`src/rtl/circular_double_ended_queue_core_defines.svh`:
```
// Assertion macros used by the deque datapath.
`ifndef CIRCULAR_DOUBLE_ENDED_QUEUE_CORE_DEFINES_SVH
`define CIRCULAR_DOUBLE_ENDED_QUEUE_CORE_DEFINES_SVH

// Consequent must hold in the same cycle as the antecedent.
`define CDEQ_ASSERT_SAME(lbl, ante, cons) \
  lbl: assert property (@(posedge clk) disable iff (rst) (ante) |-> (cons)) \
    else $error("deque check failed (same cycle)");

// Consequent must hold in the cycle after the antecedent.
`define CDEQ_ASSERT_NEXT(lbl, ante, cons) \
  lbl: assert property (@(posedge clk) disable iff (rst) (ante) |=> (cons)) \
    else $error("deque check failed (next cycle)");

`endif

```
`src/rtl/cdeq_pkg.sv`:
```
// Shared types, constants and index helpers for the circular deque.
package cdeq_pkg;

  localparam int DEPTH   = 8;
  localparam int IDX_W   = (DEPTH > 1) ? $clog2(DEPTH) : 1;
  localparam int CNT_W   = $clog2(DEPTH + 1);
  localparam int DATA_W  = 32;
  localparam int OCC_W   = 4;
  localparam int ACT_W   = 2;
  localparam int STAT_W  = 2;
  localparam int IN_W    = 40;   // action + value, padded to bytes
  localparam int OUT_W   = 40;   // status + popped_value + occupancy, padded

  typedef logic [IDX_W-1:0]  idx_t;
  typedef logic [CNT_W-1:0]  cnt_t;
  typedef logic [DATA_W-1:0] data_t;

  typedef enum logic [ACT_W-1:0] {
    ACT_PUSH_FRONT = 2'd0,
    ACT_PUSH_REAR  = 2'd1,
    ACT_POP_FRONT  = 2'd2,
    ACT_POP_REAR   = 2'd3
  } action_t;

  typedef enum logic [STAT_W-1:0] {
    STAT_DONE  = 2'd0,
    STAT_FULL  = 2'd1,
    STAT_EMPTY = 2'd2
  } status_t;

  typedef enum logic {
    S_IDLE = 1'b0,
    S_EXEC = 1'b1
  } state_t;

  // Controller to datapath commands
  typedef struct packed {
    logic latch;  // capture input beat, start slot read
    logic exec;   // commit action, load result register
  } cmd_t;

  // Step an index one slot toward the rear, wrapping
  function automatic idx_t ring_next(input idx_t i);
    ring_next = (i == idx_t'(DEPTH - 1)) ? '0 : idx_t'(i + 1'b1);
  endfunction

  // Step an index one slot toward the front, wrapping
  function automatic idx_t ring_prev(input idx_t i);
    ring_prev = (i == '0) ? idx_t'(DEPTH - 1) : idx_t'(i - 1'b1);
  endfunction

endpackage

```
`src/rtl/cdeq_ctrl.sv`:
```
// Controller: sequences accept, slot read and commit, owns the result valid.
module cdeq_ctrl (
  input  logic            clk,
  input  logic            rst,
  input  logic            s_tvalid,
  output logic            s_tready,
  output logic            m_tvalid,
  input  logic            m_tready,
  output cdeq_pkg::cmd_t  cmd
);

  cdeq_pkg::state_t state, state_next;
  logic             out_valid, out_valid_next;

  // State and result-valid registers
  always_ff @(posedge clk) begin
    if (rst) begin
      state     <= cdeq_pkg::S_IDLE;
      out_valid <= 1'b0;
    end else begin
      state     <= state_next;
      out_valid <= out_valid_next;
    end
  end

  // Next state and commands
  always_comb begin
    state_next = state;
    s_tready   = 1'b0;
    cmd        = '0;
    unique case (state)
      cdeq_pkg::S_IDLE: begin
        s_tready = 1'b1;
        if (s_tvalid) begin
          cmd.latch  = 1'b1;
          state_next = cdeq_pkg::S_EXEC;
        end
      end
      cdeq_pkg::S_EXEC: begin
        // commit only once the result register is free
        if (!out_valid || m_tready) begin
          cmd.exec   = 1'b1;
          state_next = cdeq_pkg::S_IDLE;
        end
      end
      default: state_next = cdeq_pkg::S_IDLE;
    endcase
  end

  assign out_valid_next = cmd.exec | (out_valid & ~m_tready);
  assign m_tvalid       = out_valid;

endmodule

```
`src/rtl/cdeq_datapath.sv`:
```
// Datapath: slot ring, front/rear indices, element count and result register.
`include "circular_double_ended_queue_core_defines.svh"

module cdeq_datapath (
  input  logic                          clk,
  input  logic                          rst,
  input  cdeq_pkg::cmd_t                cmd,
  input  cdeq_pkg::action_t             in_action,
  input  cdeq_pkg::data_t               in_value,
  output cdeq_pkg::status_t             out_status,
  output cdeq_pkg::data_t               out_popped,
  output logic [cdeq_pkg::OCC_W-1:0]    out_occ
);

  cdeq_pkg::data_t   slots [cdeq_pkg::DEPTH];
  cdeq_pkg::data_t   rd_data;
  cdeq_pkg::action_t action;
  cdeq_pkg::data_t   value;
  cdeq_pkg::idx_t    head, head_next;
  cdeq_pkg::idx_t    tail, tail_next;
  cdeq_pkg::cnt_t    count, count_next;
  cdeq_pkg::idx_t    rd_addr, wr_addr;
  logic              wr_en;
  logic              is_push, is_full, is_empty;
  cdeq_pkg::status_t status_next;
  cdeq_pkg::data_t   popped_next;

  // Read address follows the incoming beat's end
  assign rd_addr = (in_action == cdeq_pkg::ACT_POP_FRONT) ? head : tail;

  // Capture the beat and read the slot it may pop
  always_ff @(posedge clk) begin
    if (cmd.latch) begin
      action  <= in_action;
      value   <= in_value;
      rd_data <= slots[rd_addr];
    end
  end

  assign is_push  = (action == cdeq_pkg::ACT_PUSH_FRONT) ||
                    (action == cdeq_pkg::ACT_PUSH_REAR);
  assign is_full  = (count == cdeq_pkg::cnt_t'(cdeq_pkg::DEPTH));
  assign is_empty = (count == '0);

  // Action decode: next indices, count, write and result
  always_comb begin
    head_next   = head;
    tail_next   = tail;
    count_next  = count;
    wr_en       = 1'b0;
    wr_addr     = '0;
    status_next = cdeq_pkg::STAT_DONE;
    popped_next = '0;
    if (is_push) begin
      if (is_full) begin
        status_next = cdeq_pkg::STAT_FULL;
      end else begin
        wr_en      = 1'b1;
        count_next = cdeq_pkg::cnt_t'(count + 1'b1);
        if (is_empty) begin
          head_next = '0;
          tail_next = '0;
          wr_addr   = '0;
        end else if (action == cdeq_pkg::ACT_PUSH_FRONT) begin
          head_next = cdeq_pkg::ring_prev(head);
          wr_addr   = head_next;
        end else begin
          tail_next = cdeq_pkg::ring_next(tail);
          wr_addr   = tail_next;
        end
      end
    end else begin
      if (is_empty) begin
        status_next = cdeq_pkg::STAT_EMPTY;
      end else begin
        popped_next = rd_data;
        count_next  = cdeq_pkg::cnt_t'(count - 1'b1);
        if (count == cdeq_pkg::cnt_t'(1)) begin
          // last element gone: back to empty
          head_next = '0;
          tail_next = '0;
        end else if (action == cdeq_pkg::ACT_POP_FRONT) begin
          head_next = cdeq_pkg::ring_next(head);
        end else begin
          tail_next = cdeq_pkg::ring_prev(tail);
        end
      end
    end
  end

  // Index and count registers
  always_ff @(posedge clk) begin
    if (rst) begin
      head  <= '0;
      tail  <= '0;
      count <= '0;
    end else if (cmd.exec) begin
      head  <= head_next;
      tail  <= tail_next;
      count <= count_next;
    end
  end

  // Slot write
  always_ff @(posedge clk) begin
    if (cmd.exec && wr_en) begin
      slots[wr_addr] <= value;
    end
  end

  // Result register
  always_ff @(posedge clk) begin
    if (cmd.exec) begin
      out_status <= status_next;
      out_popped <= popped_next;
      out_occ    <= cdeq_pkg::OCC_W'(count_next);
    end
  end

  // Checks
  `CDEQ_ASSERT_SAME(a_count_bound, 1'b1, count <= cdeq_pkg::cnt_t'(cdeq_pkg::DEPTH))
  `CDEQ_ASSERT_SAME(a_empty_indices, count == '0, (head == '0) && (tail == '0))
  `CDEQ_ASSERT_NEXT(a_refused_push_holds, cmd.exec && is_push && is_full, $stable(count) && $stable(head) && $stable(tail))
  `CDEQ_ASSERT_NEXT(a_pop_decrements, cmd.exec && !is_push && !is_empty, count == cdeq_pkg::cnt_t'($past(count) - 1'b1))

endmodule

```
`src/rtl/circular_double_ended_queue_core.sv`:
```
// Top level of the circular double-ended queue: stream ports, controller, datapath.
//
//   channel   dir  width  beat contents
//   s_axis    in   40     action[1:0], value[33:2]
//   m_axis    out  40     status[1:0], popped_value[33:2], occupancy[37:34]
//
// Each item first reads the slot ring, then commits.
// The next input is taken while a result waits.
// The commit stalls while the result register holds a beat not yet taken.
// Synchronous reset clears indices, count and valid; the slots are not cleared.
module circular_double_ended_queue_core (
  input  logic                       clk,
  input  logic                       rst,
  input  logic                       s_tvalid,
  output logic                       s_tready,
  input  logic [cdeq_pkg::IN_W-1:0]  s_tdata,   // action[1:0], value[33:2], zero pad
  output logic                       m_tvalid,
  input  logic                       m_tready,
  output logic [cdeq_pkg::OUT_W-1:0] m_tdata    // status[1:0], popped_value[33:2],
                                                // occupancy[37:34], zero pad
);

  cdeq_pkg::cmd_t                 cmd;
  cdeq_pkg::status_t              out_status;
  cdeq_pkg::data_t                out_popped;
  logic [cdeq_pkg::OCC_W-1:0]     out_occ;

  cdeq_ctrl u_ctrl (
    .clk      (clk),
    .rst      (rst),
    .s_tvalid (s_tvalid),
    .s_tready (s_tready),
    .m_tvalid (m_tvalid),
    .m_tready (m_tready),
    .cmd      (cmd)
  );

  cdeq_datapath u_dp (
    .clk        (clk),
    .rst        (rst),
    .cmd        (cmd),
    .in_action  (cdeq_pkg::action_t'(s_tdata[cdeq_pkg::ACT_W-1:0])),
    .in_value   (s_tdata[cdeq_pkg::ACT_W +: cdeq_pkg::DATA_W]),
    .out_status (out_status),
    .out_popped (out_popped),
    .out_occ    (out_occ)
  );

  // Pack the result beat
  assign m_tdata = {2'b00, out_occ, out_popped, out_status};

endmodule
```
`config.mk`:
```
export PLATFORM = sky130hd
export DESIGN_NAME = circular_double_ended_queue_core
export DESIGN_NICKNAME = d
export VERILOG_FILES = /design/src/rtl/cdeq_pkg.sv /design/src/rtl/cdeq_ctrl.sv /design/src/rtl/cdeq_datapath.sv /design/src/rtl/circular_double_ended_queue_core.sv
export VERILOG_INCLUDE_DIRS = /design/src /design/src/rtl
export SDC_FILE = /design/constraint.sdc
export NUM_CORES = 1
export LEC_CHECK = 0
export BUFFER_PORTS_ARGS = -buffer_cell sky130_fd_sc_hd__buf_2
export CAP_MARGIN = 20
export CORE_MARGIN = 2
export CORE_UTILIZATION = 45
export DETAILED_ROUTE_END_ITERATION = 8
export GPL_TIMING_DRIVEN = 0
export SLEW_MARGIN = 25
export SYNTH_ARGS = -nofsm -noshare
export SYNTH_HDL_FRONTEND = slang
export SYNTH_SLANG_ARGS = --single-unit
```
`constraint.sdc`:
```
create_clock -name clk -period 14.7 [get_ports clk]
set_clock_uncertainty 0.15 [all_clocks]
set_input_delay 2.94 -clock clk [delete_from_list [all_inputs] [get_ports clk]]
set_output_delay 2.94 -clock clk [all_outputs]
set_load 0.02 [all_outputs]
```
# --- Word level (Yosys, flattened, before mapping) ---
# Memory sizes are Yosys's and may differ from the RTL's. A register that Yosys moved wholly into a read port is not among the register bits.
# Index checks and enable logic that the tools add are counted.
totals:
  register_bits: 84
  ram_bits: 256
  inputBits: 44
  output_inout_bits: 42
  wordCells: 85
  memories: 1
mem_list:
  columns: ["memory", "words", "word_bits", "read_ports", "rd_clocked_by_memory_dff", "write_ports", "line_no", "rtl"]
  rows:
  - ["u_dp.slots", 8, 32, 1, 1, 1, "cdeq_datapath.sv:15", "cdeq_pkg::data_t slots [cdeq_pkg::DEPTH];"]
op_classes:
  n_addsub: 6
  n_eq_ne: 12
  muxes: 40
  bitwise_logic: 4
  reduce_logical: 12
op_table:
  columns: ["cell", "n"]
  rows:
  - ["$mux W3", 23]
  - ["$mux W4", 3]
  - ["$mux W1", 11]
  - ["$reduce_and A5 Y1", 2]
  - ["$add A3 B1 Y3 const B", 2]
  - ["$eq A3 B3 Y1 const B", 2]
  - ["$logic_not A3 Y1", 2]
  - ["$ne A3 B3 Y1 const B", 2]
  - ["$sub A3 B1 Y3 const B", 2]
  - ["$add A4 B1 Y4 const B", 1]
  - ["$eq A2 B2 Y1 const B", 2]
  - ["$eq A4 B1 Y1 const B", 1]
  - ["$eq A4 B4 Y1 const B", 1]
  - ["$logic_not A4 Y1", 1]
  - ["$mux W2", 2]
  - ["$sub A4 B1 Y4 const B", 1]
  - ["$ne A3 B1 Y1 const B", 1]
  - ["$reduce_bool A3 Y1", 1]
  - ["$eq A2 B1 Y1 const B", 1]
  - ["$logic_not A2 Y1", 1]
  - ["$logic_or A1 B1 Y1", 2]
  - ["$ne A2 B1 Y1 const B", 1]
  - ["$ne A2 B2 Y1 const B", 1]
  - ["$not A1 Y1", 2]
  - ["other kinds (6)", 6]

# --- Logic depth before layout (Yosys ltp) ---
depth:
  depth_word: 7
  mapped_depth: 9
  ltp_nobuf: 6

# --- Modules after synthesis ---
# A second synthesis with hierarchy kept.
hier_totals:
  hier_cells: 977
  hier_area_um2: 15205.8
modules_own_cells:
  columns: ["module", "instances", "cells_per_inst", "area_per_inst_um2", "seq_area_each_um2"]
  rows:
  - ["cdeq_datapath", 1, 965, 15099.5, 11010.6]
  - ["cdeq_ctrl", 1, 9, 87.6, 40.0]
  - ["circular_double_ended_queue_core", 1, 3, 18.8, 0.0]

# --- Worst setup path before layout ---
# Ideal clock, no wire load.
synth_timing:
  path_kind: "input to register"
  start: "input port m_tready"
  end: "memory u_dp.slots[2][0] (netlist name), enable pin"
  setup_ns: 0.461
  arrival_ns: 6.571
  required_ns: 14.089
  path_slack_ns: 7.518
  stages: 5
  path_buffers: 0
  cell_sequence: "nand2b_1 > nand2_1 > inv_1 > nand3_1 > nor3_1"
synth_rtl:
  columns: ["element", "line_no", "rtl"]
  rows:
  - ["from (decl)", "circular_double_ended_queue_core.sv:18", "input logic m_tready,"]
  - ["to (decl)", "cdeq_datapath.sv:15", null]

==> results.json <==
{
  "grt_pass1_wl_um": 56100,
  "die_h_um": 189,
  "rows": 67,
  "synthTopCellsByArea": "edfxtp_1 70%, a211oi_1 11%, inv_1 3.4%",
  "slowest_stage": "inv_2",
  "yosys.area.top_type": "edfxtp_1",
  "gp_congestion": 0.816,
  "fin_crit_sh_pct": 34.9,
  "critPathBufInv": 5,
  "grt_pass1_vias": 9511,
  "path_cells": "buf_2 -> nand2b_1 -> nand2_1 -> inv_2 -> nand3_1 -> nor3_2 -> buf_4 -> buf_6 -> buf_4",
  "yosysMostFrequentCell": "edfxtp_1",
  "fmax_mhz": 195,
  "yosys.area.top_type_share_pct": 70.2,
  "p_comb_share_pct": 8.6,
  "cp-end-kind": "flip-flop",
  "avgRoutedWirePerCell_um": 22.3,
  "drive_gt1_share_pct": 21.4,
  "critPathTopFamily": "buffers and inverters",
  "drc": 0,
  "yosys_most_used_dff": "edfxtp_1",
  "cts_root_buffer": "clkbuf_16",
  "stdcell_count": 1673,
  "cts_tree": "yes",
  "ctsResizeCount": 0,
  "portBuffers": 77,
  "ys_seq_elements": 372,
  "syn_area_per_cell_um2": 14.8,
  "seqPwrFrac_pct": 51.7,
  "clockPowerShare_pct": 39.7,
  "peakVddDrop_uv": 69.1,
  "insertion_delay_ps": 530,
  "start_util_pct": 45.8,
  "drt-total-wl_um": 37300,
  "area_growth_pct": 17.3,
  "die_w_um": 189,
  "met1_length_um": 15800,
  "hold_path.class": "flip-flop to flip-flop",
  "crit_arrival_ps": 5220,
  "htree_levels": 2,
  "power_leakage_nw": 6.39,
  "hold_slack_ps": 358,
  "firstDrtPassIters": 5,
  "syn-cell-area_mm2": 0.0154,
  "relSlewSlack_pct": 31.6,
  "cpMostUsedCell": "buf_4",
  "yosys-top-cells-count": "360 x edfxtp_1, 234 x a211oi_1, 138 x inv_1, 47 x buf_2",
  "pin_count": 86,
  "synthArstFlopShare_pct": 0,
  "setup_viol": 0,
  "drv_slew": 0,
  "core_mm2": 0.0336,
  "grt_overflow_total": 0,
  "dr.max_layer_used": "met4",
  "dpl_cell_area_mm2": 0.0168,
  "wl_met3_um": 2180,
  "yosys_warnings": 0,
  "finalHoldViolCount": 0,
  "fin_nets": 1250,
  "slowest_delay_ps": 500,
  "worstPathMaxFanout": 20,
  "synth_edf_count": 360,
  "fin_crit_ps": 5130,
  "routed-wl-met2_um": 18500,
  "tns_ps": 0,
  "viasPerCell": 5.61,
  "yosysSeqAreaShare_pct": 71.8,
  "ant_nets": 0,
  "start_kind": "input port",
  "tightestPinTransition_ps": 1020,
  "post-cts-setup-buffers": 0,
  "max_cap_violations": 0,
  "intPower_mw": 1.83,
  "cts.clk_slew.worst_paths_ps": 50,
  "die_area_mm2": 0.0357,
  "drt_iter0_drc": 769,
  "p_per_area_mw_per_mm2": 132,
  "crit_type": "input port to flip-flop",
  "final_area_mm2": 0.0181,
  "run_status": "finished clean",
  "crit_required_ps": 14790,
  "antenna_found_initial": 0,
  "cts_buffer_depth": 3,
  "synth_cell_types": 52,
  "via_count": 9393,
  "numPlacedInstances": 1600,
  "grt_max_degree": 25,
  "cts_hold_buffers": 0,
  "power.switching_mw": 0.553,
  "syn_inst": 1044,
  "swShare_pct": 23.2,
  "diodes": 0,
  "place_hpwl_um": 24700,
  "rsz0062_at_grt": "false",
  "total_power_mw": 2.38,
  "cts_buffers": 41,
  "clock-sinks": 372,
  "grt.total_usage_pct": 21.0
}
[layout make-up]
| type | instances | area [µm²] |
|---|---|---|
| fillers | 2708 | 15500 |
| multi-input cells | 451 | 3450 |
| well taps | 448 | 561 |
| clock buffers | 54 | 1120 |
| clock inverters | 19 | 114 |
| plain buffers | 83 | 442 |
| flip-flops and latches | 372 | 11100 |
| repair buffers | 107 | 815 |
| inverters | 139 | 522 |
[path summary, 6_finish.rpt]
kind                          to  slack, ps             start  cells after the start
min reg2reg  u_dp.out_popped[25]        360  u_dp.rd_data[25]                      1
min          u_dp.out_popped[25]        360  u_dp.rd_data[25]                      1
max reg2reg    u_dp.slots[6][10]      10330      u_dp.tail[0]                     12
max            u_dp.slots[6][10]       9570          m_tready                      9
[layout by cell type (no fill, tap or decap), types with 8 or more instances in the layout]
master / Yosys / layout
buf_2: 47 / 124
dfxtp_1: 12 / 12
a211oi_1: 234 / 234
clkbuf_16: 0 / 43
a211oi_2: 25 / 25
nor4_1: 33 / 33
inv_1: 138 / 137
buf_16: 0 / 8
ha_1: 11 / 11
nor2_1: 13 / 9
edfxtp_1: 360 / 360
and2_1: 33 / 33
a21oi_1: 14 / 14
clkbuf_1: 25 / 36
nor3_1: 16 / 12
buf_4: 3 / 19
clkinv_1: 0 / 11
buf_6: 8 / 11
[power groups by stage]
| stage | combinational, mW | clock [mW] | sequential, mW |
|---|---|---|---|
| floorplan | 0.118 | 0 | 1.26 |
| global placement | 0.194 | 0 | 1.26 |
| detailed placement | 0.206 | 0 | 1.25 |
| CTS | 0.207 | 0.960 | 1.23 |
| global route | 0.223 | 1.00 | 1.24 |
| finish | 0.205 | 0.947 | 1.23 |
[sequential cells by signal, summed over array words and instances, names as in the netlist, 3 cells and up]
signal / cells
u_dp.out_occ: 4
u_dp.tail: 3
u_dp.head: 3
u_dp.out_popped: 32
u_dp.value: 32
u_dp.slots: 256
u_dp.count: 4
u_dp.rd_data: 32
[kinds of logic (layout without fill, tap and decap cells)]
logic type,count (synthesis),after routing,share of synthesized area [%]
flops,372,372,71.8
compound gates,307,307,15.8
buf+inv,222,402,6.26
simple gates,125,125,4.90
fa+ha+maj,11,11,0.894
xor+xnor,3,3,0.171
mux,3,3,0.211
other cells,1,2,0.0243
[metrics by stage]
stage	util (%)	worst slack [ps]
after global placement	48.6	4390
after CTS	53.8	9480
after floorplan	-	7520
final	53.8	9570
after detailed placement	50.1	8930
after global routing	53.8	9340
[per-layer routing]
layer	vias to the layer above	global-route usage, %
met5	-	0
met4	0	5.92
met3	60	3.11
met2	332	35.7
met1	4643	28.1
li1	4358	-
(Power assumes the default switching activity.)
